$ cat src/rtl/fpa_pkg.sv
`default_nettype none

package fpa_pkg;

  // width of the value fields on the ports
  localparam int unsigned ValueBits = 32;

  typedef enum logic [3:0] {
    CmdAdd     = 4'd0,
    CmdSub     = 4'd1,
    CmdMul     = 4'd2,
    CmdDiv     = 4'd3,
    CmdGt      = 4'd4,
    CmdGe      = 4'd5,
    CmdLt      = 4'd6,
    CmdLe      = 4'd7,
    CmdEq      = 4'd8,
    CmdNe      = 4'd9,
    CmdMin     = 4'd10,
    CmdMax     = 4'd11,
    CmdInc     = 4'd12,
    CmdDec     = 4'd13,
    CmdFromInt = 4'd14,
    CmdToInt   = 4'd15
  } fpa_cmd_e;

  // per-item control that travels down the pipeline
  typedef struct packed {
    logic is_div;
    logic neg;
    logic dz;
    logic cmp;
  } fpa_ctl_t;

endpackage

`default_nettype wire

$ cat src/rtl/fpa_front.sv
`default_nettype none

module fpa_front #(
  parameter int unsigned OW        = 32,
  parameter int unsigned FRAC_BITS = 8,
  parameter int unsigned QW        = OW + FRAC_BITS
) (
  input  wire logic                  clk_i,
  input  wire logic                  rst_ni,
  input  wire logic                  in_valid_i,
  output logic                       in_ready_o,
  input  wire fpa_pkg::fpa_cmd_e     cmd_i,
  input  wire logic [OW-1:0]         a_i,
  input  wire logic [OW-1:0]         b_i,
  output logic                       out_valid_o,
  input  wire logic                  out_ready_i,
  output logic [OW-1:0]              out_res_o,
  output fpa_pkg::fpa_ctl_t          out_ctl_o,
  output logic [QW-1:0]              out_dq_o,
  output logic [OW-1:0]              out_dvs_o
);
  import fpa_pkg::*;

  logic rdy1, rdy2, rdy3;
  logic v1_q, v2_q, v3_q;

  fpa_cmd_e              cmd1_q, cmd2_q;
  logic signed [OW-1:0]  a1_q, b1_q, a2_q, b2_q;
  logic [OW-1:0]         mag_a1, mag_b1, mag_a2, mag_b2_q;
  logic [2*OW-1:0]       prod_q;

  logic [OW-1:0]         res_d, res_q;
  fpa_ctl_t              ctl_d, ctl_q;
  logic [QW-1:0]         dq_q;
  logic [OW-1:0]         dvs_q;
  logic [OW-1:0]         mul_q_val, toint_val;
  logic                  lt, gt, eq;

  // ready chain, a stage takes an item when empty or draining
  assign rdy3       = !v3_q || out_ready_i;
  assign rdy2       = !v2_q || rdy3;
  assign rdy1       = !v1_q || rdy2;
  assign in_ready_o = rdy1;

  always_ff @(posedge clk_i or negedge rst_ni) begin
    if (!rst_ni) begin
      v1_q <= 1'b0;
      v2_q <= 1'b0;
      v3_q <= 1'b0;
    end else begin
      if (rdy1) v1_q <= in_valid_i;
      if (rdy2) v2_q <= v1_q;
      if (rdy3) v3_q <= v2_q;
    end
  end

  // stage 1: operand register
  always_ff @(posedge clk_i) begin
    if (rdy1 && in_valid_i) begin
      cmd1_q <= cmd_i;
      a1_q   <= a_i;
      b1_q   <= b_i;
    end
  end

  // stage 2: magnitudes and product
  assign mag_a1 = a1_q[OW-1] ? OW'(-a1_q) : a1_q;
  assign mag_b1 = b1_q[OW-1] ? OW'(-b1_q) : b1_q;

  always_ff @(posedge clk_i) begin
    if (rdy2 && v1_q) begin
      cmd2_q   <= cmd1_q;
      a2_q     <= a1_q;
      b2_q     <= b1_q;
      mag_b2_q <= mag_b1;
      prod_q   <= (2*OW)'(mag_a1) * (2*OW)'(mag_b1);
    end
  end

  // stage 3: all commands but the divide finish here
  assign mag_a2    = a2_q[OW-1] ? OW'(-a2_q) : a2_q;
  assign mul_q_val = OW'(prod_q >> FRAC_BITS);
  assign toint_val = mag_a2 >> FRAC_BITS;
  assign lt        = a2_q < b2_q;
  assign gt        = b2_q < a2_q;
  assign eq        = a2_q == b2_q;

  always_comb begin
    res_d      = '0;
    ctl_d      = '0;
    ctl_d.neg  = a2_q[OW-1] ^ b2_q[OW-1];
    case (cmd2_q)
      CmdAdd:     res_d = OW'(a2_q + b2_q);
      CmdSub:     res_d = OW'(a2_q - b2_q);
      CmdMul:     res_d = ctl_d.neg ? OW'(-mul_q_val) : mul_q_val;
      CmdDiv: begin
        ctl_d.is_div = 1'b1;
        ctl_d.dz     = (b2_q == '0);
      end
      CmdGt:      ctl_d.cmp = gt;
      CmdGe:      ctl_d.cmp = !lt;
      CmdLt:      ctl_d.cmp = lt;
      CmdLe:      ctl_d.cmp = !gt;
      CmdEq:      ctl_d.cmp = eq;
      CmdNe:      ctl_d.cmp = !eq;
      CmdMin:     res_d = lt ? a2_q : b2_q;
      CmdMax:     res_d = gt ? a2_q : b2_q;
      CmdInc:     res_d = OW'(a2_q + OW'(1));
      CmdDec:     res_d = OW'(a2_q - OW'(1));
      CmdFromInt: res_d = OW'(a2_q << FRAC_BITS);
      CmdToInt:   res_d = a2_q[OW-1] ? OW'(-toint_val) : toint_val;
      default:    res_d = '0;
    endcase
  end

  always_ff @(posedge clk_i) begin
    if (rdy3 && v2_q) begin
      res_q <= res_d;
      ctl_q <= ctl_d;
      dq_q  <= QW'(mag_a2) << FRAC_BITS;
      dvs_q <= mag_b2_q;
    end
  end

  assign out_valid_o = v3_q;
  assign out_res_o   = res_q;
  assign out_ctl_o   = ctl_q;
  assign out_dq_o    = dq_q;
  assign out_dvs_o   = dvs_q;

endmodule

`default_nettype wire

$ cat config.mk
export PLATFORM = sky130hd
export DESIGN_NAME = fpa_front
export DESIGN_NICKNAME = d
export VERILOG_FILES = /design/src/rtl/fpa_pkg.sv /design/src/rtl/fpa_front.sv
export SDC_FILE = /design/constraint.sdc
export NUM_CORES = 2
export LEC_CHECK = 0
export ABC_AREA = 1
export BUFFER_PORTS_ARGS = -buffer_cell sky130_fd_sc_hd__buf_2
export CAP_MARGIN = 25
export CORE_AREA = 2 2 271 273
export DETAILED_ROUTE_END_ITERATION = 8
export DIE_AREA = 0 0 273 275
export PLACE_DENSITY = 0.9
export SLEW_MARGIN = 20
export SYNTH_ARGS = -nofsm -noshare
export SYNTH_HDL_FRONTEND = slang
export SYNTH_SLANG_ARGS = --single-unit
$ cat constraint.sdc
create_clock -name clk_i -period 8.56 [get_ports clk_i]
set_clock_uncertainty 0.15 [all_clocks]
set_input_delay 0.428 -clock clk_i [delete_from_list [all_inputs] [get_ports clk_i]]
set_output_delay 0.428 -clock clk_i [all_outputs]
set_load 0.02 [all_outputs]
Yosys cells after proc, flatten, opt, wreduce, memory -nomap -nowiden
Index checks and enable logic that the tools add are counted.

cells by class
  add/subtract/negate cells = 9
  bitwise operators = 1
  multiplexer cells = 10
  multipliers = 1
  $lt $le $gt $ge = 2
  divide/modulo/power cells = 0
  shift operators = 0
  equal/unequal tests = 16
  reduce and logical (&&, ||, !) cells = 14

operators with widths
  kind                                                                   count
  32-bit case mux with 9 select lines                                    1
  32-bit 2-to-1 mux                                                      7
  32-bit negation                                                        4
  32-bit < comparator                                                    2
  32-bit by 32-bit multiplier with 40-bit output                         1
  32-bit by 2-bit adder with 32-bit output (second input constant)       1
  32-bit adder                                                           1
  32-bit == test                                                         1
  4-bit == test (second input constant)                                  8
  32-bit logical NOT                                                     1
  24-bit negation with 32-bit output                                     1
  32-bit by 2-bit subtractor with 32-bit output (second input constant)  1
  32-bit subtractor                                                      1
  4-bit by 3-bit == test with 1-bit output (second input constant)       4
  4-bit by 2-bit == test with 1-bit output (second input constant)       2
  1-bit logical NOT                                                      6
  1-bit case mux with 6 select lines                                     1
  4-bit by 1-bit == test with 1-bit output (second input constant)       1
  4-bit logical NOT                                                      1
  1-bit logical AND                                                      3
  1-bit logical OR                                                       3
  1-bit 2-to-1 mux                                                       1
  1-bit bitwise XOR                                                      1

word-level totals
  latch bits = 0
  input bits = 72
  output and inout bits = 110
  register bits = 311
  bits in read-only memories = 0
  memories = 0
  memory bits (writable) = 0

Longest topological paths before layout
  word-level depth = 5
  depth in mapped cells = 43
  depth with buffers taken out = 41

Worst setup path after synthesis
OpenSTA, ideal clock, no wires.

  path kind = reg-to-reg
  from = register a1_q[0]
  to = register prod_q[34] (data pin)
  period minus slack after synthesis = 8225 ps
  data arrival time = 7815 ps
  setup slack = 335 ps
  setup time = 260 ps
  cell stages (with the launch flop) = 41
  cells stage by stage = edfxtp_1 > buf_4 > inv_4 > clkbuf_1 > ha_1 > nand2_1 > nor2_4 > nand2_1 > nand2_2 > nand2_2 > clkinv_1 > nand2_1 > nand2_1 > nand2_2 > inv_1 > buf_1 > nor2_1 > fa_1 > (+5 left out) > fa_1 > fa_1 > fa_1 > inv_1 > fa_1 > inv_1 > ha_1 > nand2_1 > nor2_1 > inv_1 > nor2_1 > inv_1 > nor4_1 > a221oi_1 > o21bai_1 > nand3_1 > nand2_1 > xor2_1

on the way
  cells in the longest elaborated chain, start to end = 3

ends and longest elaborated chain
  item                                                RTL line         RTL
  from (decl)                                         fpa_front.sv:28  logic signed [OW-1:0] a1_q, b1_q, a2_q, b2_q;
  from (signal assigned)                              fpa_front.sv:61  a1_q <= a_i;
  32-bit negation                                     fpa_front.sv:67  assign mag_a1 = a1_q[OW-1] ? OW'(-a1_q) : a1_q;
  32-bit 2-to-1 mux (*)                               fpa_front.sv:67
  32-bit by 32-bit multiplier with 40-bit output (*)  fpa_front.sv:76  prod_q <= (2*OW)'(mag_a1) * (2*OW)'(mag_b1);
  to (signal assigned)                                fpa_front.sv:76
  to (decl)                                           fpa_front.sv:30  logic [2*OW-1:0] prod_q;

Mark *: on every way between the ends. The rest lies on a longest branch, timed or not.
A chain may end at the register's enable or synchronous reset.

Worst setup path in the final report
  from = register b1_q[0]
  to = register prod_q[38] (data pin)

on the way
  cells in the longest elaborated chain, start to end = 3

ends and longest elaborated chain
  item                                                RTL line         RTL
  from (decl)                                         fpa_front.sv:28
  from (signal assigned)                              fpa_front.sv:62  b1_q <= b_i;
  32-bit negation                                     fpa_front.sv:68  assign mag_b1 = b1_q[OW-1] ? OW'(-b1_q) : b1_q;
  32-bit 2-to-1 mux (*)                               fpa_front.sv:68
  32-bit by 32-bit multiplier with 40-bit output (*)  fpa_front.sv:76

Marks and branches as above.

==> impl_summary.txt <==
----------------------------------------------------
[Timing]
  Number of hold violations in the final report ... 0
  Post-route fraction of the period consumed by the critical path ... 97.5%
  Worst hold margin ... ~0.041 ns
  Max-slew violation total from the final report ... 0
  Final total negative setup slack ... 0 ns
  Setup violations, final ... 0
  Transition time at the pin with the least slew margin ... 1.04 ns
  Shortest clock period the worst path allows after layout ... 8.35 ns
  Max Fclk ... 120 MHz
  Headroom to the max-slew limit ... 30.7%

[Global routing]
  Wire length of the first global-routing pass ... 243 mm
  GRT Util Overall ... 44.3%
  Antenna violations before repair ... 5
  Maximum number of pins on one net before global-route repair ... 80
  Overflow left after global routing ... 0
  Via count of the first global-routing pass ... 39700

[Setup path]
  CP Launch Type ... flip-flop
  Reg2reg path depth ... 30
  Critical path fanouts, max ... 13
  Crit. End Element ... flip-flop
  Peak per-stage delay on the critical path ... 0.62 ns
  Cell class contributing the biggest share of worst-path delay ... adder cells
  Setup CP Type ... flip-flop to flip-flop
  Worst path most repeated cell ... sky130_fd_sc_hd__fa_1
  Number of buffers and inverters on the critical path ... 7
  Worst path required time ... 8.73 ns
  CP max stage cell ... sky130_fd_sc_hd__xnor2_2
  Startpoint of the most critical register-to-register path ... b1_q[0]
  Reg2reg end ... prod_q[38]
  CP arrival ... 8.52 ns
  Setup slack of the worst register-to-register path ... 0.21 ns

[Route]
  Antenna Violating Nets Remaining ... 0
  Final routed wire length divided by cell count ... about 25 um
  Iteration-0 DRC Markers ... 5106
  Via count normalized by instance count ... 6.06
  Remaining routing DRC violations ... 8
  Number of vias after detailed routing ... 39400
  Detailed Route WL ... 166 mm
  Drt first pass iters ... 9

[Synthesis]
  Primary FF master, synth ... sky130_fd_sc_hd__edfxtp_1
  Share of the synthesized area in the top cell type ... between 20% and 30%
  Top post-synthesis cells by count ... sky130_fd_sc_hd__nand2_1, sky130_fd_sc_hd__inv_1, sky130_fd_sc_hd__nor2_1
  Proportion of synthesized chip area in sequential cells ... 21.4%
  Most common cell in the synthesized netlist ... sky130_fd_sc_hd__nand2_1
  Synthesized flop and latch total ... just over 300
  Post-Syn Instances ... about 5200
  Area leader, netlist ... sky130_fd_sc_hd__fa_1
  Number of distinct library cell variants in the gate-level netlist after synthesis ... 66
  Async SR Flop Fraction ... 0.993%
  Mean cell area of the mapped netlist ... about 8.1 um2
  Area contributors post-synth ... sky130_fd_sc_hd__fa_1, sky130_fd_sc_hd__edfxtp_1, sky130_fd_sc_hd__nand2_1
  Number of synthesized flops with an enable pin ... 299
  Yosys warnings ... 0
  Netlist Area Pre-Place ... ~42000 um2

[Clocking]
  CTS clock-pin slew for the worst setup and hold paths ... 0.06 ns
  Cell chosen for the clock root ... sky130_fd_sc_hd__clkbuf_16
  Clock latency on the worst-skew pair ... between 0.5 and 0.6 ns
  Maximum clock path buffer count ... 3
  H-Tree Depth ... 2
  Number of clock buffers inserted by TritonCTS ... 35
  Clock sink total ... 302
  TritonCTS clock tree ... built

[Hold path]
  Class of the worst hold path ... primary input to asynchronous set/reset pin

[Run status]
  Run status ... complete, but fails checks
  Violated checks ... design-rule violations

[Placement]
  Number of I/O port buffers ... 173
  Final GP Congestion ... about 1.1
  Dpl hpwl ... 131 mm

[Layout]
  Synthesis-to-layout area growth ... 11.6%
  Fraction of final layout cells with drive strength greater than 1 ... 10.5%
  Final Net Count ... 6420

[Job]
  Number of max-capacitance violations reported ... 0

[Floorplanning]
  Initial cell density of the core ... 58.5%
  Chip Height ... 275 um
  Std-Cell Core Area ... 72300 um2
  Die Outline Area ... 75100 um2
  Count of pins on the block boundary ... around 180
  Number of cell rows ... just under 100
  Die Span X ... 273 um

----------------------------------------------------
==> metrics by stage <==
stage          worst slack, ns  std cells  cell area [um2]  utilization [%]
6_report                 0.214       6502            47200             65.3
5_1_grt                 -0.151       6498            47200             65.3
4_1_cts                 0.0394       6476            46900             64.8
3_5_place_dp            0.0734       6343            45000             62.2
3_3_place_gp             0.251       6343            45000             62.2
2_1_floorplan            0.335       5210            42300                -
==> flip-flops by register name (all words and copies together) (netlist names) <==
name         count
out_valid_o      1
b2_q            32
cmd1_q           4
prod_q          32
out_res_o       32
mag_b2_q        31
out_dq_o        32
a1_q            32
v1_q             1
a2_q            32
out_dvs_o       32
out_ctl_o        4
b1_q            32
v2_q             1
cmd2_q           4
==> placed cells by master (no fill, tap or decap), types with 9 or more instances in the layout <==
master / Yosys / final
sky130_fd_sc_hd__a21o_1: 12 / 12
sky130_fd_sc_hd__a21oi_1: 217 / 216
sky130_fd_sc_hd__a31oi_1: 16 / 16
sky130_fd_sc_hd__buf_2: 21 / 173
sky130_fd_sc_hd__buf_4: 12 / 174
sky130_fd_sc_hd__clkbuf_16: 0 / 35
sky130_fd_sc_hd__clkinv_1: 20 / 23
sky130_fd_sc_hd__clkinvlp_4: 0 / 11
sky130_fd_sc_hd__dlygate4sd3_1: 0 / 70
sky130_fd_sc_hd__edfxtp_1: 299 / 299
sky130_fd_sc_hd__fa_1: 625 / 625
sky130_fd_sc_hd__ha_1: 210 / 208
sky130_fd_sc_hd__inv_1: 1028 / 1013
sky130_fd_sc_hd__inv_2: 19 / 25
sky130_fd_sc_hd__nand2_1: 1051 / 1046
sky130_fd_sc_hd__nand2_2: 31 / 34
sky130_fd_sc_hd__nand3_1: 189 / 188
sky130_fd_sc_hd__nand3_2: 8 / 9
sky130_fd_sc_hd__nand3b_1: 19 / 19
sky130_fd_sc_hd__nand4_1: 45 / 45
sky130_fd_sc_hd__nor2_1: 648 / 640
sky130_fd_sc_hd__nor2_2: 13 / 20
sky130_fd_sc_hd__nor2_4: 11 / 12
sky130_fd_sc_hd__nor3_1: 54 / 54
sky130_fd_sc_hd__nor4_1: 13 / 12
sky130_fd_sc_hd__o2111ai_1: 15 / 15
sky130_fd_sc_hd__o211ai_1: 39 / 39
sky130_fd_sc_hd__o21a_1: 12 / 12
sky130_fd_sc_hd__o21ai_0: 207 / 207
sky130_fd_sc_hd__o21ai_1: 32 / 32
sky130_fd_sc_hd__or2_2: 22 / 22
sky130_fd_sc_hd__xnor2_1: 26 / 25
sky130_fd_sc_hd__xor2_1: 70 / 68
==> how the worst max path moves through the flow <==
stage	startpoint	to	cells past startpoint
floorplan	a1_q[0]	prod_q[34]	40
global placement	a1_q[1]	prod_q[34]	33
detailed placement	a1_q[1]	prod_q[38]	33
CTS	a1_q[1]	prod_q[38]	33
global route	a1_q[7]	prod_q[38]	31
finish	b1_q[0]	prod_q[38]	30
==> worst register-to-register path, delay by kind of cell, from the launching register on <==
family | cells | cell delay (ns)
fa+ha+maj | 10 | 4.45
simple gates | 8 | 1.05
buf+inv | 7 | 0.79
xor+xnor | 2 | 0.75
compound gates | 3 | 0.52
flops | 1 | 0.39
==> metal layers <==
metal / wire, um / vias up / GRT usage, %
met4: 17600 / 2 / 36.7
met1: 55600 / 18800 / 52.3
met2: 72900 / 2901 / 69.8
met5: 13 / - / 0
met3: 19300 / 932 / 9.92
li1: - / 16800 / -
==> layout make-up <==
class / instances / area [um2]
well taps: 959 / 1200
flip-flops and latches: 302 / 9050
repair buffers: 427 / 3050
clock buffers: 43 / 906
clock inverters: 20 / 265
fillers: 5995 / 25100
inverters: 1069 / 4060
diodes: 4 / 10.0
multi-input cells: 3678 / 28700
==> what timing repair did <==
action,4_1_cts,5_1_grt
hold buffers,70,0
endpoints found under the setup margin,0,15
resized for setup,0,41
setup buffers,0,22
endpoints found under the hold margin,72,0
==> cells by family (layout without fill, tap and decap cells) <==
kind of cell / Yosys count / in the layout / synth area share [%]
xor gates and xnor gates: 105 / 105 / 2.36
DFF: 302 / 302 / 21.4
and+or+nand+nor: 2124 / 2124 / 21.1
other: 1 / 12 / 0.00887
adders and majority gates: 835 / 835 / 35.8
buffers and inverters: 1230 / 1559 / 11.2
AOI/OAI and AO/OA: 606 / 606 / 8.14
Power is left out: the tool's default activity adds up to more than one toggle a clock period on the data nets, which glitch-free logic cannot reach.
