==> config.mk <==
export PLATFORM = sky130hd
export DESIGN_NAME = fpa_back
export DESIGN_NICKNAME = d
export VERILOG_FILES = /design/src/rtl/fpa_pkg.sv /design/src/rtl/fpa_back.sv
export SDC_FILE = /design/constraint.sdc
export NUM_CORES = 1
export LEC_CHECK = 0
export ABC_AREA = 1
export CORE_MARGIN = 2
export CORE_UTILIZATION = 43
export DETAILED_ROUTE_END_ITERATION = 6
export DONT_BUFFER_PORTS = 1
export HOLD_SLACK_MARGIN = 0.1
export PLACE_DENSITY = 0.69
export SETUP_SLACK_MARGIN = 0.4
export SLEW_MARGIN = 20
export SYNTH_ARGS = -nofsm -noshare
export SYNTH_HDL_FRONTEND = slang
export SYNTH_SLANG_ARGS = --single-unit
export TNS_END_PERCENT = 1
==> constraint.sdc <==
create_clock -name clk_i -period 3.6 [get_ports clk_i]
set_clock_uncertainty 0.2 [all_clocks]
set_input_delay 0.54 -clock clk_i [delete_from_list [all_inputs] [get_ports clk_i]]
set_output_delay 0.54 -clock clk_i [all_outputs]
set_load 0.02 [all_outputs]
==> src/rtl/fpa_pkg.sv <==
`default_nettype none

package fpa_pkg;

  // width of the value fields on the ports
  localparam int unsigned ValueBits = 32;

  typedef enum logic [3:0] {
    CmdAdd     = 4'd0,
    CmdSub     = 4'd1,
    CmdMul     = 4'd2,
    CmdDiv     = 4'd3,
    CmdGt      = 4'd4,
    CmdGe      = 4'd5,
    CmdLt      = 4'd6,
    CmdLe      = 4'd7,
    CmdEq      = 4'd8,
    CmdNe      = 4'd9,
    CmdMin     = 4'd10,
    CmdMax     = 4'd11,
    CmdInc     = 4'd12,
    CmdDec     = 4'd13,
    CmdFromInt = 4'd14,
    CmdToInt   = 4'd15
  } fpa_cmd_e;

  // per-item control that travels down the pipeline
  typedef struct packed {
    logic is_div;
    logic neg;
    logic dz;
    logic cmp;
  } fpa_ctl_t;

endpackage

`default_nettype wire

==> src/rtl/fpa_back.sv <==
`default_nettype none

module fpa_back #(
  parameter int unsigned OW = 32
) (
  input  wire logic                       clk_i,
  input  wire logic                       rst_ni,
  input  wire logic                       in_valid_i,
  output logic                            in_ready_o,
  input  wire logic [OW-1:0]              res_i,
  input  wire fpa_pkg::fpa_ctl_t          ctl_i,
  input  wire logic [OW-1:0]              quot_i,
  output logic                            out_valid_o,
  input  wire logic                       out_ready_i,
  output logic [fpa_pkg::ValueBits-1:0]   result_o,
  output logic                            cmp_o,
  output logic                            dz_o
);
  import fpa_pkg::*;

  logic                  v_q;
  logic [ValueBits-1:0]  result_q;
  logic                  cmp_q, dz_q;
  logic signed [OW-1:0]  final_val;

  assign in_ready_o = !v_q || out_ready_i;

  always_ff @(posedge clk_i or negedge rst_ni) begin
    if (!rst_ni) begin
      v_q <= 1'b0;
    end else if (in_ready_o) begin
      v_q <= in_valid_i;
    end
  end

  // signed quotient for a divide by a nonzero divisor, else the result from the front
  always_comb begin
    final_val = res_i;
    if (ctl_i.is_div && !ctl_i.dz) begin
      final_val = ctl_i.neg ? OW'(-quot_i) : quot_i;
    end
  end

  always_ff @(posedge clk_i) begin
    if (in_ready_o && in_valid_i) begin
      result_q <= ValueBits'(final_val);
      cmp_q    <= ctl_i.cmp;
      dz_q     <= ctl_i.dz;
    end
  end

  assign out_valid_o = v_q;
  assign result_o    = result_q;
  assign cmp_o       = cmp_q;
  assign dz_o        = dz_q;

endmodule

`default_nettype wire

**Yosys cells after proc, flatten, opt, wreduce, memory -nomap -nowiden**

Index checks and enable logic that the tools add are counted.

- $add $sub $neg: 1
- Multiply operators: 0
- Div/mod/pow operators: 0
- Order comparisons: 0
- Eq/ne operators: 0
- Shift operators: 0
- Multiplexer cells: 2
- Bitwise operators: 0
- Reductions and logical operators: 5

Operators by type and width:

| cell | count |
|---|---|
| 32-bit two-way mux | 2 |
| 32-bit negation | 1 |
| 1-bit logical AND | 2 |
| 1-bit logical NOT | 2 |
| 1-bit logical OR | 1 |

- Register bits after elaboration: 35
- Latch bits: 0
- Bits in writable memories: 0
- ROM bits: 0
- Output and inout port bits: 36
- Word-level logic and storage cells: 12
- Memories: 0

**Longest topological paths before layout**

Gate-level depths: netlist of the first run.

- Depth in word-level cells: 3
- Gate-level depth with buffers: 10

**Worst setup path before layout of the first run**

OpenSTA, ideal clock, no wires.

- Path type: input -> register
- Start point: in in_valid_i
- End point: reg cmp_q (netlist: cmp_o), enable pin
- Library setup time: 0.437 ns
- Arrival time: 2.256 ns
- Required time: 2.963 ns
- Path slack: 0.707 ns
- Stages on the path: 2
- Path buffers: 0
- Cells stage by stage: inv_1 a21oi_1

- Cells in the longest elaborated chain, start to end: 1

Ends and longest elaborated chain:

| element | RTL line | source |
|---|---|---|
| start: declaration | fpa_back.sv:8 | `input wire logic in_valid_i,` |
| 1-bit logical AND | fpa_back.sv:45 | `if (in_ready_o && in_valid_i) begin` |
| end signal: assignment | fpa_back.sv:47 | `cmp_q <= ctl_i.cmp;` |
| end: declaration | fpa_back.sv:23 | `logic cmp_q, dz_q;` |

No other way between the ends.
A chain may end at the register's enable or synchronous reset.

**Final worst setup path of the first run**

- Start point: in ctl_i[3] in the netlist's numbering
- End point: reg result_q[2] (netlist: result_o[2]), data pin

- Cells in the longest elaborated chain, start to end: 2

Ends and longest elaborated chain:

| element | RTL line | source |
|---|---|---|
| start: declaration | fpa_back.sv:11 | `input wire fpa_pkg::fpa_ctl_t ctl_i,` |
| 1-bit logical AND | fpa_back.sv:39 | `if (ctl_i.is_div && !ctl_i.dz) begin` |
| 32-bit two-way mux | fpa_back.sv:39 |  |
| named net final_val[2] | fpa_back.sv:24 | `logic signed [OW-1:0] final_val;` |
| end signal: assignment | fpa_back.sv:46 | `result_q <= ValueBits'(final_val);` |
| end: declaration | fpa_back.sv:22 | `logic [ValueBits-1:0] result_q;` |

The timed path passes the listed nets, and every way through them passes these cells.

==> results.json, run 1 <==
{
  "setup_violations": 0,
  "netlist.area_leader.share_pct": 41.23,
  "synthArstFlopShare_pct": 2.857,
  "maxSlewHeadroom_pct": 61.76,
  "die_area_um2": 6382,
  "drt-pass1-iter-count": 6,
  "r2r_cells": 2,
  "cp_data_arrival_time_ns": 1.75,
  "grt_pass1_vias": 2017,
  "synth_edf_count": 34,
  "synth_warnings": 0,
  "final_cells": 406,
  "dp.final_hpwl_um": 4699,
  "dr_total_vias": 2153,
  "ant_nets": 0,
  "timing.rr.start": "out_valid_o",
  "fmax_ghz": 0.5196,
  "dr.first_iter.drc_count": 140,
  "power_frac_seq_pct": 54.0,
  "fin_crit_ns": 1.925,
  "netlist_instances": 331,
  "n_antenna_cell": 0,
  "internal-power_uw": 694.5,
  "synth-seq-cells": 35,
  "tightest_slew_ns": 0.5724,
  "status": "finished, final reports clean",
  "drive_gt1_share_pct": 11.98,
  "syn_avg_cell_area_um2": 7.481,
  "clkPwrFrac_pct": 30.8,
  "start_kind": "primary input",
  "area_delta_synth_final_pct": 7.832,
  "ir_drop_mv": 0.1271,
  "drt-total-wl_um": 6107,
  "setup_tns_ns": 0,
  "hp-class": "in -> reg",
  "yosysMostFrequentCell": "nand2_1",
  "cts_buffers": 5,
  "cts_tree": "built",
  "synth_area_leaders": "edfxtp_1 41%, nand2_1 17%, nand3_1 8.3%, nor2_1 4.9%, inv_1 3.5%",
  "cts_htree_levels": 2,
  "synth_top_family_by_area": "simple AND/OR/NAND/NOR gates",
  "port_buffers": 0,
  "fin_crit_sh_pct": 53.46,
  "gp_congestion": 0.8755,
  "critical_path_class": "in -> reg",
  "fp.coreArea_um2": 5540,
  "synthMuxAreaShare_pct": 0,
  "rows": 27,
  "placedCellCount": 396,
  "fp.dieW_um": 79.89,
  "grt_pass1_wl_um": 9570,
  "clkTransAtPathRegs_ns": 0.07,
  "syn-cell-area_um2": 2476,
  "syn_nets": 404,
  "clockBufferDepth": 2,
  "synth_xor_area_share_pct": 3.537,
  "num-fill-cells": 567,
  "root_buffer": "clkbuf_8",
  "powerDensity_nw_per_um2": 365.9,
  "drc_errors": 0,
  "crit_fanout": 26,
  "synthAdderAreaFrac_pct": 0.5053,
  "end_kind": "flop",
  "grt_start_max_net_pins": 35,
  "synth_area_leader_cell": "edfxtp_1",
  "ys.flop_type": "edfxtp_1",
  "p_leak_uw": 0.001128,
  "grt_antenna_before_repair": 0,
  "p_sw_share_pct": 28.91,
  "grt_use_total_pct": 19.61,
  "synth.distinct_cells": 30,
  "rsz0062_at_grt": "no",
  "io_pins": 108,
  "synth_common_cells": "115 x nand2_1, 41 x nand3_1, 34 x edfxtp_1",
  "worstSkewPairLatency_ns": 0.28,
  "synth_compound_area_share_pct": 6.266,
  "yosysSeqAreaShare_pct": 42.24,
  "finalHoldViolations": 0,
  "wl_per_cell_um": 15.04,
  "drv_slew": 0,
  "p_comb_share_pct": 15.2,
  "netSwitchingPower_uw": 282.4,
  "r2r-end": "result_o[13]",
  "crit_end": "result_o[2]",
  "r2r_slack_ns": 1.85,
  "initial_utilization_pct": 44.69,
  "die_h_um": 79.89,
  "gr-total-overflow": 0,
  "cap_violations": 0,
  "setup.worst_path.start": "ctl_i[3]",
  "required_ns": 3.43,
  "synthSimpleGateAreaFrac_pct": 40.83,
  "avgViaCountPerCell": 5.303,
  "cts.sinks": 35,
  "nNetsFinal": 406
}
## stage by stage
| step | hold slack (ns) | area (um^2) | setup slack (ns) | power, uW | util [%] |
|---|---|---|---|---|---|
| after floorplan | 0.04441 | 2476 | 0.7075 | 657.4 | - |
| after global routing | 0.1249 | 2670 | 1.540 | 1025 | 48.19 |
| after CTS | 0.1376 | 2643 | 1.584 | 980.9 | 47.70 |
| after global placement | 0.04444 | 2541 | 1.399 | 676.7 | 45.87 |
| final | 0.1405 | 2670 | 1.675 | 976.9 | 48.19 |
| after detailed placement | 0.04444 | 2541 | 1.335 | 681.3 | 45.87 |
## flip-flops by register name (all words and copies together), names as in the netlist
name and cells:
result_o 32, cmp_o 1, dz_o 1, out_valid_o 1
## worst max-delay path, cell delays in order
cell     delay [ns]
inv_1          0.04
nor2_2         0.03
buf_4          0.20
inv_1          0.42
buf_4          0.35
o21ai_0        0.14
## layout by cell type, fill, tap and decap left out, types with 3 or more instances in the layout
| cell | instances |
|---|---|
| nand2_1 | 115 |
| nand3_1 | 41 |
| edfxtp_1 | 34 |
| nor2_1 | 32 |
| inv_1 | 23 |
| o21ai_0 | 11 |
| o21ai_1 | 10 |
| inv_2 | 7 |
| nand2_2 | 6 |
| nand4_1 | 6 |
| xor2_1 | 6 |
| clkbuf_8 | 6 |
| nand3b_1 | 5 |
| nor2_4 | 4 |
| nand2_4 | 4 |
| xnor2_1 | 4 |
| o21ai_2 | 3 |
## repair_timing
item                                   CTS  global route
resized for setup                        0             0
hold buffers                             1             0
endpoints found under the hold margin    1             0
setup buffers                            0             0
## cell families after synthesis
kind of cell | Yosys count
XOR/XNOR | 10
AND/OR/NAND/NOR | 219
buffers and inverters | 39
AO/OA/AOI/OAI | 27
adder cells (fa/ha/maj) | 1
flip-flops | 35
## power groups by stage
stage          registers [uW]  clock network [uW]  logic, uW
2_1_floorplan             535                   0        123
3_3_place_gp              538                   0        139
3_5_place_dp              538                   0        143
4_1_cts                   529                 307        145
5_1_grt                   531                 324        171
6_report                  528                 301        149
## area by class of cell
| cell class | instances | area [um^2] | area share (%) |
|---|---|---|---|
| multi-input combinational | 257 | 1277 | 47.84 |
| clock inverter | 1 | 5.005 | 0.1874 |
| tap | 72 | 90.09 | 3.374 |
| sequential | 35 | 1046 | 39.18 |
| clock buffer | 7 | 86.33 | 3.233 |
| inverter | 30 | 112.6 | 4.217 |
| timing repair buffer | 4 | 52.55 | 1.968 |
## metal layers
layer / GRT usage, % / wire [um] / vias to the layer above
li1: - / - / 1090
met1: 22.41 / 2438 / 979
met2: 32.50 / 2999 / 75
met3: 9.050 / 578 / 9
met4: 6.271 / 90 / 0
met5: 0 / 0 / -
## worst min path at each step
stage | startpoint | end | cells after the start
detailed placement | rst_ni | out_valid_o | 0
global placement | rst_ni | out_valid_o | 0
finish | ctl_i[0] | cmp_o | 0
CTS | ctl_i[0] | cmp_o | 0
global route | ctl_i[0] | cmp_o | 0
floorplan | rst_ni | out_valid_o | 0
Power figures use the tool's default switching activity.
==> run 2: changes to the inputs <==
PLACE_DENSITY = 0.71   (was 0.69)
clock period = 1.7 ns   (was 3.6 ns; I/O delays follow)
==> results.json, run 2 (synthesized netlist as in run 1, its figures left out) <==
{
  "status": "finished, final reports clean",
  "end_kind": "flop",
  "ant_nets": 0,
  "drt-total-wl_um": 7366,
  "drv_slew": 0,
  "io_pins": 108,
  "num-fill-cells": 462,
  "maxSlewHeadroom_pct": 81.15,
  "cts_tree": "built",
  "fp.coreArea_um2": 5540,
  "drive_gt1_share_pct": 12.13,
  "cp_data_arrival_time_ns": 1.19,
  "final_cells": 476,
  "start_kind": "flop",
  "n_antenna_cell": 0,
  "fin_area_um2": 3402,
  "grt_pass1_wl_um": 11410,
  "avgViaCountPerCell": 5.273,
  "clkTransAtPathRegs_ns": 0.06,
  "r2r_cells": 2,
  "r2r-end": "result_o[13]",
  "final_common_cell": "nand2_1",
  "die_h_um": 79.89,
  "dr_total_vias": 2510,
  "grt_pass1_vias": 2362,
  "die_area_um2": 6382,
  "fin_crit_ns": 1.400,
  "cts_htree_levels": 2,
  "setup_violations": 0,
  "placedCellCount": 399,
  "netSwitchingPower_uw": 644.8,
  "timing.rr.start": "out_valid_o",
  "cap_violations": 0,
  "finalHoldViolations": 0,
  "initial_utilization_pct": 44.69,
  "worstSkewPairLatency_ns": 0.29,
  "grt_start_max_net_pins": 35,
  "fin_crit_sh_pct": 82.35,
  "port_buffers": 0,
  "hp-class": "in -> reg",
  "drc_errors": 0,
  "powerDensity_nw_per_um2": 654.8,
  "power_frac_seq_pct": 50.3,
  "setup.worst_path.start": "out_valid_o",
  "clkPwrFrac_pct": 28.5,
  "rows": 27,
  "gr-total-overflow": 0,
  "cts.sinks": 35,
  "grt_use_total_pct": 23.23,
  "crit_end": "result_o[13]",
  "p_comb_share_pct": 21.2,
  "seq_area_um2": 1047,
  "cts_buffers": 5,
  "required_ns": 1.49,
  "p_sw_share_pct": 28.95,
  "internal-power_uw": 1583,
  "multi_input_area_um2": 1297,
  "gp_congestion": 0.8933,
  "p_leak_uw": 0.001427,
  "tightest_slew_ns": 0.2809,
  "grt_antenna_before_repair": 0,
  "nNetsFinal": 476,
  "area_delta_synth_final_pct": 37.39,
  "largest_reg_flops": 32,
  "dpl_cell_area_um2": 2603,
  "root_buffer": "clkbuf_8",
  "dp.final_hpwl_um": 4735,
  "drt-pass1-iter-count": 7,
  "ir_drop_mv": 0.3176,
  "fmax_ghz": 0.7143,
  "final_cell_mix": "114 x nand2_1, 68 x dlygate4sd3_1, 39 x nand3_1, 34 x edfxtp_1, 32 x nor2_1",
  "wl_per_cell_um": 15.47,
  "rsz0062_at_grt": "yes",
  "clockBufferDepth": 2,
  "fp.dieW_um": 79.89,
  "dr.first_iter.drc_count": 229,
  "critical_path_class": "reg -> reg",
  "r2r_slack_ns": 0.30,
  "crit_fanout": 34
}
==> run 2: worst min path at each step <==
stage,startpoint,end,slack (ns),depth (start not counted)
floorplan,rst_ni,out_valid_o,-0.24,0
global placement,rst_ni,out_valid_o,-0.24,0
detailed placement,rst_ni,out_valid_o,-0.24,0
CTS,quot_i[26],result_o[26],0.01,3
global route,out_ready_i,out_valid_o,0.07,3
finish,out_ready_i,out_valid_o,0.05,3
==> run 2: power groups by stage <==
stage	clock, uW	sequential (uW)	combinational (uW)
3_5_place_dp	0	1140	323
4_1_cts	646	1120	453
2_1_floorplan	0	1130	263
3_3_place_gp	0	1140	315
6_report	635	1120	472
5_1_grt	685	1120	519
==> run 2: metrics by stage <==
stage	setup TNS [ns]	hold WS (ns)	util (%)	setup WS (ns)	power, uW
finish	0	0.05420	61.40	0.3001	2228
global route	0	0.06844	61.40	0.2578	2329
floorplan	0	-0.2406	-	0.008248	1394
global placement	0	-0.2406	46.97	0.05323	1454
detailed placement	-0.03041	-0.2406	46.97	-0.01749	1462
CTS	0	0.01468	60.50	0.3070	2219
==> run 2: per-layer routing <==
| layer | global-route usage [%] | vias up | wire (um) |
|---|---|---|---|
| li1 | - | 1232 | - |
| met1 | 28.57 | 1122 | 2928 |
| met2 | 38.58 | 129 | 3610 |
| met3 | 5.769 | 27 | 593 |
| met4 | 9.831 | 0 | 233 |
| met5 | 0 | - | 0 |
==> run 2: layout make-up <==
cell class                 count  share of cell area [%]
clock buffer                   7                   2.538
clock inverter                 1                  0.1471
inverter                      30                   3.310
multi-input combinational    257                   38.14
sequential                    35                   30.78
tap                           72                   2.648
timing repair buffer          74                   22.43
==> run 2: worst max-delay path, cell delays in order (launching register included) <==
cell and delay (ns):
dfrtp_2 0.48, a21oi_4 0.17, buf_12 0.23
==> run 2: timing repair <==
item / 4_1_cts / 5_1_grt
endpoints found under the hold margin: 36 / 5
setup endpoints to repair: 46 / 60
pin swaps: 2 / 3
buffers inserted: 1 / 0
hold buffers: 64 / 4
resized for setup: 3 / 3
==> run 3: changes to the inputs <==
clock period = 1.27 ns   (was 1.7 ns; I/O delays follow)
==> results.json, run 3 (synthesized netlist as in run 1, its figures left out) <==
{
  "ant_nets": 0,
  "die_area_um2": 6382,
  "grt_use_total_pct": 20.16,
  "p_comb_share_pct": 18.7,
  "internal-power_uw": 2187,
  "rows": 27,
  "gr-total-overflow": 0,
  "drive_gt1_share_pct": 30.95,
  "tightest_slew_ns": 0.2783,
  "num-fill-cells": 473,
  "fin_crit_sh_pct": 105.1,
  "fin_crit_ns": 1.334,
  "dp.final_hpwl_um": 4851,
  "critical_path_class": "reg -> out",
  "nNetsFinal": 421,
  "crit_fanout": 2,
  "cts.sinks": 35,
  "cts_buffers": 5,
  "cap_violations": 0,
  "rsz0062_at_grt": "yes",
  "port_buffers": 0,
  "io_pins": 108,
  "drt-total-wl_um": 6798,
  "grt_pass1_wl_um": 10010,
  "cts_htree_levels": 2,
  "violations": "hold timing, setup timing",
  "ir_drop_mv": 0.5511,
  "required_ns": 0.88,
  "dr.first_iter.drc_count": 146,
  "grt_start_max_net_pins": 35,
  "grt_antenna_before_repair": 0,
  "worstSkewPairLatency_ns": 0.28,
  "wl_per_cell_um": 16.15,
  "root_buffer": "clkbuf_8",
  "final_cell_mix": "103 x nand2_1, 34 x edfxtp_1, 24 x nand3_1, 20 x inv_1, 18 x nor2_1",
  "dr_total_vias": 2320,
  "drv_slew": 0,
  "hold_slack_ns": -0.1539,
  "setup_violations": 35,
  "p_leak_uw": 0.001270,
  "setup_tns_ns": -1.270,
  "clockBufferDepth": 2,
  "final_cells": 421,
  "fmax_ghz": 0.7494,
  "power_frac_seq_pct": 48.8,
  "maxSlewHeadroom_pct": 81.33,
  "initial_utilization_pct": 44.69,
  "cp_data_arrival_time_ns": 0.94,
  "status": "finished, violations left",
  "largest_reg_flops": 32,
  "final_common_cell": "nand2_1",
  "gp_congestion": 0.8954,
  "fp.coreArea_um2": 5540,
  "area_delta_synth_final_pct": 28.60,
  "finalWorstSetupSlack_ns": -0.06446,
  "clkPwrFrac_pct": 32.5,
  "placedCellCount": 408,
  "netSwitchingPower_uw": 869.5,
  "n_antenna_cell": 0,
  "clkTransAtPathRegs_ns": 0.07,
  "fp.dieW_um": 79.89,
  "drc_errors": 0,
  "powerDensity_nw_per_um2": 959.9,
  "die_h_um": 79.89,
  "finalHoldViolations": 34,
  "cts_tree": "built",
  "start_kind": "flop",
  "grt_pass1_vias": 2119,
  "hp-class": "in -> reg",
  "p_sw_share_pct": 28.45,
  "avgViaCountPerCell": 5.511,
  "drt-pass1-iter-count": 4,
  "end_kind": "output pin"
}
==> run 3: cell types whose count changed in the layout (fill, tap and decap cells not counted), sizes merged <==
cell         before  now
bufinv            0    1
dlygate4sd3      68    3
inv              30   28
clkinv            1    4
clkbuf            7    5
buf               6   16
==> run 3: final cells by class <==
class | count | area, um^2 | area share, %
clock inverters | 3 | 38.79 | 1.218
well taps | 72 | 90.09 | 2.829
clock buffers | 5 | 68.82 | 2.161
repair buffers | 19 | 198.9 | 6.248
inverters | 30 | 172.7 | 5.422
flip-flops and latches | 35 | 1047 | 32.89
multi-input cells | 257 | 1568 | 49.23
==> run 3: worst max-delay path: stages, from the launching register on <==
cell,delay [ns]
dfrtp_2,0.43
buf_6,0.15
nand2_8,0.08
==> run 3: power by group through the flow <==
stage	Combinational, uW	Sequential [uW]	Clock [uW]
6_report	571	1490	993
5_1_grt	633	1500	1060
4_1_cts	477	1490	1010
3_5_place_dp	460	1520	0
3_3_place_gp	448	1520	0
2_1_floorplan	352	1510	0
==> run 3: layer usage <==
metal,routed length [um],vias to the layer above,track usage [%]
met1,2683,1076,25.30
li1,-,1125,-
met2,3391,103,32.58
met5,0,-,0
met3,567,16,6.674
met4,155,0,6.610
==> run 3: worst paths after layout <==
check,startpoint,to,slack [ns],depth (start not counted)
max,out_valid_o,in_ready_o,-0.06,2
min,in_valid_i,out_valid_o,-0.15,2
max reg2reg,out_valid_o,result_o[3],-0.04,2
min reg2reg,out_valid_o,out_valid_o,0.49,3
max in group asynchronous,rst_ni,out_valid_o,0.84,1
min in group asynchronous,rst_ni,out_valid_o,-0.09,1
==> run 3: through the flow <==
step	instance area (um^2)	hold WS [ns]	setup WS [ns]	util [%]	total power [uW]
3_3_place_gp	2670	-0.3051	-0.3214	48.19	1967
3_5_place_dp	2670	-0.3051	-0.3565	48.19	1979
4_1_cts	2844	-0.2097	-0.07958	51.33	2979
5_1_grt	3184	-0.1619	-0.09003	57.48	3188
6_report	3184	-0.1539	-0.06446	57.48	3057
2_1_floorplan	2489	-0.3051	-0.4218	-	1866
==> run 3: timing repair <==
action	in CTS	in global routing
buffers inserted	0	2
gates resized for setup	17	80
pin swaps	5	64
endpoints found under the setup margin	103	103
hold endpoints to repair	36	36
hold buffers	1	2
