## src/rtl/fpa_pkg.sv

```systemverilog
`default_nettype none

package fpa_pkg;

  // width of the value fields on the ports
  localparam int unsigned ValueBits = 32;

  typedef enum logic [3:0] {
    CmdAdd     = 4'd0,
    CmdSub     = 4'd1,
    CmdMul     = 4'd2,
    CmdDiv     = 4'd3,
    CmdGt      = 4'd4,
    CmdGe      = 4'd5,
    CmdLt      = 4'd6,
    CmdLe      = 4'd7,
    CmdEq      = 4'd8,
    CmdNe      = 4'd9,
    CmdMin     = 4'd10,
    CmdMax     = 4'd11,
    CmdInc     = 4'd12,
    CmdDec     = 4'd13,
    CmdFromInt = 4'd14,
    CmdToInt   = 4'd15
  } fpa_cmd_e;

  // per-item control that travels down the pipeline
  typedef struct packed {
    logic is_div;
    logic neg;
    logic dz;
    logic cmp;
  } fpa_ctl_t;

endpackage

`default_nettype wire

```

## src/rtl/fpa_div_stage.sv

```systemverilog
`default_nettype none

module fpa_div_stage #(
  parameter int unsigned OW = 32,
  parameter int unsigned QW = 40
) (
  input  wire logic              clk_i,
  input  wire logic              rst_ni,
  input  wire logic              in_valid_i,
  output logic                   in_ready_o,
  input  wire logic [OW-1:0]     res_i,
  input  wire fpa_pkg::fpa_ctl_t ctl_i,
  input  wire logic [QW-1:0]     dq_i,
  input  wire logic [OW-1:0]     rem_i,
  input  wire logic [OW-1:0]     dvs_i,
  output logic                   out_valid_o,
  input  wire logic              out_ready_i,
  output logic [OW-1:0]          res_o,
  output fpa_pkg::fpa_ctl_t      ctl_o,
  output logic [QW-1:0]          dq_o,
  output logic [OW-1:0]          rem_o,
  output logic [OW-1:0]          dvs_o
);
  import fpa_pkg::*;

  logic          v_q;
  logic [OW-1:0] res_q, rem_q, dvs_q;
  fpa_ctl_t      ctl_q;
  logic [QW-1:0] dq_q;
  logic [OW-1:0] trial;
  logic          ge;

  assign in_ready_o = !v_q || out_ready_i;

  always_ff @(posedge clk_i or negedge rst_ni) begin
    if (!rst_ni) begin
      v_q <= 1'b0;
    end else if (in_ready_o) begin
      v_q <= in_valid_i;
    end
  end

  // one restoring step: bring in the next dividend bit, try the subtract
  assign trial = {rem_i[OW-2:0], dq_i[QW-1]};
  assign ge    = trial >= dvs_i;

  always_ff @(posedge clk_i) begin
    if (in_ready_o && in_valid_i) begin
      res_q <= res_i;
      ctl_q <= ctl_i;
      dvs_q <= dvs_i;
      rem_q <= ge ? OW'(trial - dvs_i) : trial;
      dq_q  <= {dq_i[QW-2:0], ge};
    end
  end

  assign out_valid_o = v_q;
  assign res_o       = res_q;
  assign ctl_o       = ctl_q;
  assign dq_o        = dq_q;
  assign rem_o       = rem_q;
  assign dvs_o       = dvs_q;

endmodule

`default_nettype wire

```

## config.mk

```make
export PLATFORM = sky130hd
export DESIGN_NAME = fpa_div_stage
export DESIGN_NICKNAME = d
export VERILOG_FILES = /design/src/rtl/fpa_pkg.sv /design/src/rtl/fpa_div_stage.sv
export SDC_FILE = /design/constraint.sdc
export NUM_CORES = 1
export LEC_CHECK = 0
export BUFFER_PORTS_ARGS = -buffer_cell sky130_fd_sc_hd__buf_2
export CELL_PAD_IN_SITES_DETAIL_PLACEMENT = 0
export CELL_PAD_IN_SITES_GLOBAL_PLACEMENT = 2
export CORE_ASPECT_RATIO = 0.5
export CORE_MARGIN = 5
export CORE_UTILIZATION = 30
export DETAILED_ROUTE_END_ITERATION = 10
export PLACE_DENSITY_LB_ADDON = 0.1
export SKIP_LAST_GASP = 1
export SLEW_MARGIN = 20
export SYNTH_ARGS = -nofsm -noshare
export SYNTH_HDL_FRONTEND = slang
export SYNTH_SLANG_ARGS = --single-unit
```

## constraint.sdc

```tcl
create_clock -name clk_i -period 4.91 [get_ports clk_i]
set_clock_uncertainty 0.2 [all_clocks]
set_input_delay 0.982 -clock clk_i [delete_from_list [all_inputs] [get_ports clk_i]]
set_output_delay 0.982 -clock clk_i [all_outputs]
set_load 0.005 [all_outputs]
```

Yosys cells after proc, flatten, opt, wreduce, memory -nomap -nowiden
Index checks and enable logic that the tools add are counted.

Logic and storage cells: 15. Register bits after elaboration: 141. Input bits: 144. Output and inout port bits: 142.

$add $sub $neg: 1. Reductions and logical operators: 3. $lt $le $gt $ge: 1. Muxes and demuxes: 1.

Operator list (count): $ge 32x32->1 (1); $mux 32 (1); $sub 32x32->32 (1); $logic_and 1x1->1 (1); $logic_not 1->1 (1); $logic_or 1x1->1 (1).

Depth between registers and ports, before layout
Gate-level depths: netlist of the first run.

Word-level depth: 3. Gate-level depth with buffers: 12.

Worst setup path after synthesis of the first run
OpenSTA, ideal clock, no wires.

Path kind: input -> register. Start: input out_ready_i. End: register ctl_q (netlist bit ctl_o[0]), enable pin. Stages on the path: 2. Setup time: 0.517 ns. Buffers on the path: 0. Slack: -0.169 ns. Arrival time: 4.363 ns. Cell sequence: nand2b_1 -> and2_1.

Longest elaborated chain between the ends: 2.

RTL lines: start, declared (RTL line fpa_div_stage.sv:17) `input wire logic out_ready_i,`; $logic_or 1x1->1 (RTL line fpa_div_stage.sv:33) `assign in_ready_o = !v_q || out_ready_i;`; $logic_and 1x1->1 (RTL line fpa_div_stage.sv:48) `if (in_ready_o && in_valid_i) begin`; end signal, assigned (RTL line fpa_div_stage.sv:50) `ctl_q <= ctl_i;`; end, declared (RTL line fpa_div_stage.sv:28) `fpa_ctl_t ctl_q;`.

No other way between the ends. A chain may end at the register's enable or synchronous reset.

Worst setup path in the final report of the first run
Start: input rem_i[1]. End: register rem_q[25] (netlist: rem_o[25]) (data pin).

Longest elaborated chain between the ends: 2. Elaborated cells between the ends (all ways): 3. Classes of those cells: add/sub (1); order compare (1); mux (1).

RTL lines: start, declared (RTL line fpa_div_stage.sv:14) `input wire logic [OW-1:0] rem_i,`; $sub 32x32->32 or $ge 32x32->1 (tied branches) (RTL line fpa_div_stage.sv:52, fpa_div_stage.sv:45); $mux 32 * (RTL line fpa_div_stage.sv:52) `rem_q <= ge ? OW'(trial - dvs_i) : trial;`; end signal, assigned (RTL line fpa_div_stage.sv:52); end, declared (RTL line fpa_div_stage.sv:27) `logic [OW-1:0] res_q, rem_q, dvs_q;`.

Mark *: on every way between the ends. The rest lies on a longest branch, timed or not.

==> results.json, run 1 <==
{
  "synth_area_leaders": "edfxtp_1, ha_1, mux2_2",
  "coreArea_um2": 21600,
  "die_area_um2": 25100,
  "cp_slowest_stage_delay_ns": 0.88,
  "cp-end-kind": "flop",
  "dieWidth_um": 219,
  "cts_resized": 0,
  "dr_wl_met3_um": 1690,
  "routed-via-count": 4771,
  "yosysMostFrequentCell": "edfxtp_1",
  "crit_cells": 10,
  "crit_path_start_kind": "input pin",
  "rows": 38,
  "slew_viol_final": 0,
  "grt_pass1_vias": 4854,
  "cellPowerDensity_nw_per_um2": 363,
  "setup_violations": 0,
  "dr.pass1.iters": 5,
  "drive_above_1_share_pct": 45.2,
  "cts_root_buffer": "clkbuf_16",
  "synth_nets": 642,
  "arrival_ns": 3.80,
  "wire_per_inst_um": 18.2,
  "track_usage_pct": 15.3,
  "hold_viol": 0,
  "dp_hpwl_um": 15400,
  "clk_latency_ns": 0.42,
  "clock-sinks": 141,
  "ant_nets": 0,
  "dieHeight_um": 115,
  "worst_pin_slew_ns": 0.970,
  "wl_met1_um": 8550,
  "worstReg2RegStart": "out_valid_o",
  "ir_drop_uv": 188,
  "power_mw": 3.23,
  "path_class": "in -> reg",
  "ctsHoldBuffers": 0,
  "setup_tns_ns": 0,
  "netlist.area_leader.share_pct": 64.1,
  "fin_area_um2": 8880,
  "critPathSlowestCell": "o41ai_1",
  "rsz0062_at_grt": "no",
  "h-tree-depth": 4,
  "ys_ff_latch": 141,
  "syn_to_final_growth_pct": 35.5,
  "routed_wl_um": 19400,
  "crit_start": "rem_i[1]",
  "path_clk_slew_ns": 0.06,
  "period_minus_slack_ns": 3.81,
  "cap_violations": 0,
  "drc": 0,
  "cts_buffers": 17,
  "cts_buffer_depth": 2,
  "r2r_end": "rem_o[11]",
  "critPathCapture": "rem_o[25]",
  "syn_area_um2": 6560,
  "grt_pass1_wl_um": 28400,
  "async_flop_share_pct": 0.709,
  "required_ns": 4.90,
  "placed_area_um2": 8330,
  "ys_types": 56,
  "initial_core_util_pct": 30.4,
  "power.leakage_nw": 3.81,
  "fmax_ghz": 0.263,
  "synth.largest_area_cell": "edfxtp_1",
  "synth_common_cells": "edfxtp_1, inv_1, ha_1",
  "wl_met2_um": 8930,
  "vias_per_cell": 4.47,
  "path_cells": "buf_2, ha_1, o21ai_0, a21oi_1, nor4_1, o31ai_1, o41ai_1, o21ai_0, xnor2_1, mux2_2",
  "synth_edf_count": 140,
  "status": "finished clean",
  "gr-total-overflow": 0,
  "yosys_warnings": 0,
  "antenna_found_initial": 7,
  "place.gp.congestion": 0.782,
  "fin_crit_sh_pct": 77.6,
  "layout.nets": 933,
  "ys.flop_type": "edfxtp_1",
  "synth_area_per_cell_um2": 14.1,
  "cp_top_family": "compound AO/OA/AOI/OAI gates",
  "cp_num_buf_inv": 1,
  "diodes": 0,
  "drtIter0Drc": 199,
  "cts_tree": "done",
  "io_buffers": 284,
  "cp_common_cell": "o21ai_0",
  "relSlewSlack_pct": 34.5,
  "seq_area_frac_synth_pct": 64.5,
  "cp_max_fo": 5,
  "post_cts_buffers": 0,
  "rrSetupSlack_ns": 3.00,
  "reg2reg_depth": 3,
  "ios": 286,
  "synth_cells": 465,
  "hold_class": "in -> async",
  "top_layer_used": "met5",
  "grt_max_degree": 89,
  "fin_hold_ws_ns": 0.120
}
-- layout make-up --
class                      instances  area [µm²]
clock inverter                    10         119
clock buffer                      20         437
multi-input combinational        271        2110
inverter                          37         139
sequential                       141        4230
timing repair buffer             288        1480
tap                              300         375
fill                            2149       12700
-- sequential cells by signal (all words and copies together) (netlist names) --
name and count:
ctl_o 4, dq_o 40, dvs_o 32, out_valid_o 1, rem_o 32, res_o 32
-- where the power goes --
group          total, mW  switching, mW  leakage [nW]  internal [mW]
Combinational      0.528          0.283          2.21          0.245
Sequential          1.44         0.0156          1.34           1.43
Clock               1.26          0.513         0.264          0.742
-- placed cells by master, fill, tap and decap left out, types with 10 or more instances in the layout --
cell type	synthesis	layout
xor2_1	10	10
nor2_1	17	17
edfxtp_1	140	140
ha_1	32	32
o21ai_0	15	15
nand2_1	20	20
mux2_2	25	25
buf_2	1	284
inv_1	37	37
clkbuf_16	0	17
a21oi_1	31	31
xnor2_1	18	18
-- worst reg2reg max path, stage by stage (launching register included) --
cell and delay [ns]:
dfrtp_1 0.38, nand2b_1 0.11, and2_4 0.34, buf_12 0.43
-- per-stage QoR --
| stage | utilization (%) | worst slack, ns | cells |
|---|---|---|---|
| after floorplan | - | 1.16 | 465 |
| after CTS | 41.2 | 1.07 | 1067 |
| after global placement | 38.6 | 0.585 | 1037 |
| after global routing | 41.2 | 0.799 | 1067 |
| after detailed placement | 38.6 | 0.596 | 1037 |
| final | 41.2 | 1.10 | 1067 |
-- kinds of logic after synthesis --
logic type / count (synthesis) / share of synthesized area, %
DFF: 141 / 64.5
buffers and inverters: 53 / 3.40
and+or+nand+nor: 77 / 5.80
xor gates and xnor gates: 28 / 3.74
muxes: 32 / 5.46
adders and majority gates: 33 / 6.41
AOI/OAI and AO/OA: 101 / 10.7
-- metal layers --
layer  global-route usage (%)  vias to the layer above
met3                     7.21                       24
met2                     23.7                      127
met4                     4.14                       12
met5                        0                        -
met1                     19.3                     2276
li1                         -                     2332
-- worst min-delay path by stage --
stage	cells past startpoint	from	to	slack (ns)
2_1_floorplan	2	out_valid_o	out_valid_o	0.34
3_3_place_gp	2	out_valid_o	out_valid_o	0.31
3_5_place_dp	2	out_valid_o	out_valid_o	0.35
4_1_cts	1	rst_ni	out_valid_o	0.09
5_1_grt	1	rst_ni	out_valid_o	0.09
6_report	1	rst_ni	out_valid_o	0.12
(Power assumes the default switching activity.)
==> inputs of run 2 (changes only) <==
Settings changed: ABC_AREA from default to 1, CORE_UTILIZATION 30 to 28.
Clock period 4.91 ns to 3.8 ns, I/O delays scaled along.
==> results.json, run 2 <==
{
  "path_cells": "buf_2, inv_1, ha_1, fa_1, inv_1, nand2_1, nand2_1, nand3_1, nand2_1, nand2_1, nand3_2, nand2_4, nand2_8, inv_6, nand2_2, nand2_1",
  "required_ns": 3.79,
  "dr.pass1.iters": 4,
  "grt_max_degree": 52,
  "slew_viol_final": 0,
  "power_mw": 4.28,
  "p_sw_share_pct": 28.8,
  "track_usage_pct": 16.4,
  "dp_hpwl_um": 20600,
  "reg2reg_depth": 2,
  "setup_violations": 0,
  "cts_root_buffer": "clkbuf_16",
  "cts_tree": "done",
  "final_common_cell": "buf_2",
  "hold_class": "in -> reg",
  "ys.flop_type": "edfxtp_1",
  "crit_path_start_kind": "input pin",
  "drc": 0,
  "gr-total-overflow": 0,
  "synth_cells": 811,
  "routed_wl_um": 25000,
  "coreArea_um2": 26400,
  "synth.largest_area_cell": "edfxtp_1",
  "syn_area_um2": 7480,
  "grt_pass1_vias": 6246,
  "wire_per_inst_um": 16.9,
  "cts_buffers": 17,
  "yosys_warnings": 0,
  "ir_drop_uv": 300,
  "multi_input_area_um2": 2550,
  "cp_slowest_stage_delay_ns": 0.37,
  "path_class": "in -> reg",
  "dieWidth_um": 241,
  "grt_pass1_wl_um": 37300,
  "h-tree-depth": 4,
  "antenna_found_initial": 8,
  "drive_above_1_share_pct": 32.9,
  "cellPowerDensity_nw_per_um2": 431,
  "worst_pin_slew_ns": 0.409,
  "fmax_ghz": 0.349,
  "initial_core_util_pct": 28.3,
  "clk_latency_ns": 0.43,
  "clock-sinks": 141,
  "vias_per_cell": 4.23,
  "r2r_end": "dvs_o[17]",
  "status": "finished clean",
  "setup_tns_ns": 0,
  "worstReg2RegStart": "out_valid_o",
  "fillCellCount": 2818,
  "post_cts_buffers": 0,
  "cp_max_fo": 30,
  "power.leakage_nw": 5.01,
  "synth_area_leaders": "edfxtp_1, nand2_1, inv_1",
  "crit_start": "dq_i[39]",
  "seq_area_frac_synth_pct": 56.6,
  "synth_common_cells": "nand2_1, inv_1, edfxtp_1",
  "relSlewSlack_pct": 72.7,
  "die_area_um2": 30300,
  "critPathSlowestCell": "fa_1",
  "rrSetupSlack_ns": 2.14,
  "syn_to_final_growth_pct": 32.7,
  "largest_register_ffs": 40,
  "cp_top_family": "simple AND/OR/NAND/NOR gates",
  "cp_common_cell": "nand2_1",
  "combPwrFrac_pct": 18.5,
  "ant_nets": 0,
  "ys_types": 31,
  "ys_ff_latch": 141,
  "cts_buffer_depth": 2,
  "fin_crit_sh_pct": 75.4,
  "synth_edf_count": 140,
  "arrival_ns": 2.85,
  "place_ws_ns": 0.429,
  "rows": 42,
  "io_buffers": 284,
  "setup_ws_ns": 0.936,
  "p_switching_mw": 1.23,
  "routed-via-count": 6262,
  "synth_area_per_cell_um2": 9.22,
  "cp_num_buf_inv": 4,
  "synth_nets": 988,
  "path_clk_slew_ns": 0.07,
  "yosysMostFrequentCell": "nand2_1",
  "intPower_mw": 3.05,
  "power_frac_clock_pct": 37.9,
  "dieHeight_um": 126,
  "seq_area_um2": 4230,
  "place.gp.congestion": 0.831,
  "layout.nets": 1290,
  "min_path_cells": 1,
  "p_seq_share_pct": 43.6,
  "rsz0062_at_grt": "no",
  "fin_hold_ws_ns": 0.297,
  "drtIter0Drc": 333,
  "period_minus_slack_ns": 2.86,
  "crit_cells": 16,
  "final_cell_mix": "buf_2, nand2_1, inv_1",
  "ios": 286,
  "cp-end-kind": "flop",
  "cap_violations": 0,
  "async_flop_share_pct": 0.709,
  "netlist.area_leader.share_pct": 56.2,
  "fin_util_pct": 37.6,
  "hold_viol": 0,
  "critPathCapture": "rem_o[13]"
}
run 2: changes by cell type after synthesis, sizes merged, moves of 18 or more:
cell and change:
mux2 -30, inv +129, nand2 +296, nand3 +36, nor2 +28, xnor2 -18
run 2: timing repair:
| item | CTS | global route |
|---|---|---|
| resized for setup | 0 | 0 |
| endpoints found under the hold margin | 1 | 0 |
| hold buffers | 1 | 0 |
run 2: power by group through the flow:
| stage | combinational [mW] | sequential, mW | clock (mW) |
|---|---|---|---|
| floorplan | 0.447 | 1.92 | 0 |
| global placement | 0.803 | 1.90 | 0 |
| detailed placement | 0.810 | 1.90 | 0 |
| CTS | 0.813 | 1.87 | 1.68 |
| global route | 0.906 | 1.88 | 1.74 |
| finish | 0.792 | 1.87 | 1.62 |
run 2: worst min-delay path by stage:
stage / from / end / slack [ns]
finish: res_i[17] / res_o[17] / 0.30
global route: res_i[17] / res_o[17] / 0.27
CTS: res_i[27] / res_o[27] / 0.27
detailed placement: rst_ni / out_valid_o / 0.34
global placement: rst_ni / out_valid_o / 0.34
floorplan: rst_ni / out_valid_o / 0.26
run 2: routing by layer:
layer / track usage [%] / part of all wire [%] / vias to the layer above
li1: - / - / 3164
met1: 21.4 / 47 / 2886
met2: 26.2 / 45 / 169
met3: 5.85 / 6.8 / 31
met4: 3.71 / 0.96 / 12
met5: 0 / 0.34 / -
run 2: per-stage QoR:
stage / cell area (µm²) / instances
2_1_floorplan: 7490 / 811
3_3_place_gp: 9340 / 1445
3_5_place_dp: 9340 / 1445
4_1_cts: 9910 / 1478
5_1_grt: 9910 / 1480
6_report: 9920 / 1481
run 2: layout make-up:
type | instances | area share, %
clock inverter | 14 | 1.34
multi-input combinational | 498 | 25.7
sequential | 141 | 42.6
timing repair buffer | 289 | 15.1
clock buffer | 18 | 4.33
tap | 352 | 4.44
inverter | 166 | 6.33
antenna | 3 | 0.0757
run 2: logic make-up (layout without fill, tap and decap cells):
logic type / after synthesis / count (layout) / synth area share [%]
buffers and inverters: 172 / 487 / 9.46
DFF: 141 / 141 / 56.6
and+or+nand+nor: 425 / 425 / 24.8
xor gates and xnor gates: 14 / 14 / 1.64
AOI/OAI and AO/OA: 26 / 26 / 1.92
adders and majority gates: 33 / 33 / 5.62
other: 0 / 3 / 0
run 2: worst register-to-register path: stages, from the launching register on:
cell     delay [ns]
dfrtp_1        0.41
a21oi_4        0.35
buf_12         0.33
==> inputs of run 3 (changes only) <==
Clock period 3.8 ns to 2.65 ns, I/O delays scaled along.
==> results.json, run 3 (synthesized netlist as in run 2, its figures left out) <==
{
  "grt_max_degree": 49,
  "slew_viol_final": 0,
  "arrival_ns": 2.28,
  "path_class": "in -> reg",
  "required_ns": 2.64,
  "fin_crit_sh_pct": 86.5,
  "cp_top_family": "simple AND/OR/NAND/NOR gates",
  "fillCellCount": 2751,
  "setup_ws_ns": 0.359,
  "relSlewSlack_pct": 62.7,
  "cp_max_fo": 30,
  "rrSetupSlack_ns": 0.85,
  "cp-end-kind": "flop",
  "fin_cells": 1549,
  "dp_hpwl_um": 21300,
  "initial_core_util_pct": 28.3,
  "wire_per_inst_um": 16.4,
  "hold_class": "in -> reg",
  "drtIter0Drc": 340,
  "cp_common_cell": "nand2_1",
  "cts_root_buffer": "clkbuf_16",
  "cts_tree": "done",
  "drc": 0,
  "fin_hold_ws_ns": 0.0637,
  "clk_latency_ns": 0.43,
  "syn_to_final_growth_pct": 40.5,
  "worst_pin_slew_ns": 0.559,
  "cp_num_buf_inv": 4,
  "rsz0062_at_grt": "no",
  "clock-sinks": 141,
  "routed-via-count": 6379,
  "ant_nets": 0,
  "coreArea_um2": 26400,
  "grt_pass1_vias": 6372,
  "drive_above_1_share_pct": 37.0,
  "power.leakage_nw": 5.38,
  "path_clk_slew_ns": 0.07,
  "post_cts_buffers": 0,
  "largest_register_ffs": 40,
  "place.gp.congestion": 0.835,
  "setup_tns_ns": 0,
  "cts_buffers": 17,
  "io_buffers": 284,
  "antenna_found_initial": 5,
  "layout.nets": 1361,
  "gr-total-overflow": 0,
  "path_cells": "buf_2, inv_1, ha_1, fa_1, inv_1, nand2_1, nand2_1, nand3_1, nand2_1, nand2_1, nand3_2, nand2_4, nand2_8, inv_6, nand2_2, nand2_1",
  "place_ws_ns": -0.115,
  "ios": 286,
  "cap_violations": 0,
  "critPathSlowestCell": "fa_1",
  "period_minus_slack_ns": 2.29,
  "die_area_um2": 30300,
  "vias_per_cell": 4.12,
  "grt_pass1_wl_um": 37800,
  "setup_violations": 0,
  "routed_wl_um": 25500,
  "cts_buffer_depth": 2,
  "final_cell_mix": "buf_2, nand2_1, inv_1",
  "status": "finished clean",
  "fin_util_pct": 39.8,
  "hold_viol": 0,
  "final_common_cell": "buf_2",
  "dr.pass1.iters": 4,
  "fmax_ghz": 0.436,
  "rows": 42,
  "dieWidth_um": 241,
  "cellPowerDensity_nw_per_um2": 612,
  "h-tree-depth": 4,
  "dp.cells": 1516,
  "track_usage_pct": 16.6,
  "crit_path_start_kind": "input pin",
  "cp_slowest_stage_delay_ns": 0.38,
  "ir_drop_uv": 384,
  "dieHeight_um": 126
}
-- run 3: cell count changes in the layout (fill, tap and decap cells not counted), sizes merged --
| cell | before | now |
|---|---|---|
| buf | 288 | 359 |
| bufinv | 1 | 3 |
| clkinv | 3 | 5 |
| clkinvlp | 4 | 2 |
| diode | 3 | 1 |
| inv | 172 | 169 |
-- run 3: worst paths after layout --
kind,from,endpoint,cells past startpoint
worst max-delay path,dq_i[39],rem_o[17],16
worst min-delay path,res_i[3],res_o[3],1
worst max register to register,out_valid_o,rem_o[21],2
worst min register to register,out_valid_o,out_valid_o,2
max in group asynchronous,rst_ni,out_valid_o,2
min in group asynchronous,rst_ni,out_valid_o,2
-- run 3: power by group --
part | switching, mW | internal, mW
logic | 0.734 | 0.538
clock network | 0.998 | 1.48
registers | 0.0329 | 2.64
total | 1.77 | 4.66
-- run 3: per-stage QoR --
stage | total power, mW | instance area (µm²)
2_1_floorplan | 3.40 | 7500
3_3_place_gp | 4.01 | 9900
3_5_place_dp | 4.03 | 9900
4_1_cts | 6.56 | 10500
5_1_grt | 6.80 | 10500
6_report | 6.43 | 10500
-- run 3: routing by layer --
layer	vias to the layer above	share of wire [%]	track usage [%]
met5	-	0.22	0
met4	8	0.99	3.55
met3	23	7.0	5.61
met2	142	45	26.6
met1	2907	46	22.1
li1	3299	-	-
-- run 3: worst register-to-register path, stage by stage (launching register included) --
cell and delay, ns:
dfrtp_1 0.41, a21oi_4 0.48, buf_12 0.34
-- run 3: cell type report --
cell class | instances | area (µm²) | share of cell area, %
flip-flops and latches | 141 | 4230 | 40.3
clock inverters | 13 | 166 | 1.58
diodes | 1 | 2.50 | 0.0238
clock buffers | 18 | 429 | 4.09
repair buffers | 360 | 2040 | 19.5
inverters | 166 | 641 | 6.10
multi-input cells | 498 | 2550 | 24.3
well taps | 352 | 440 | 4.19
-- run 3: timing repair --
action	4_1_cts	5_1_grt
hold buffers	1	0
resized for setup	0	0
endpoints found under the hold margin	1	0
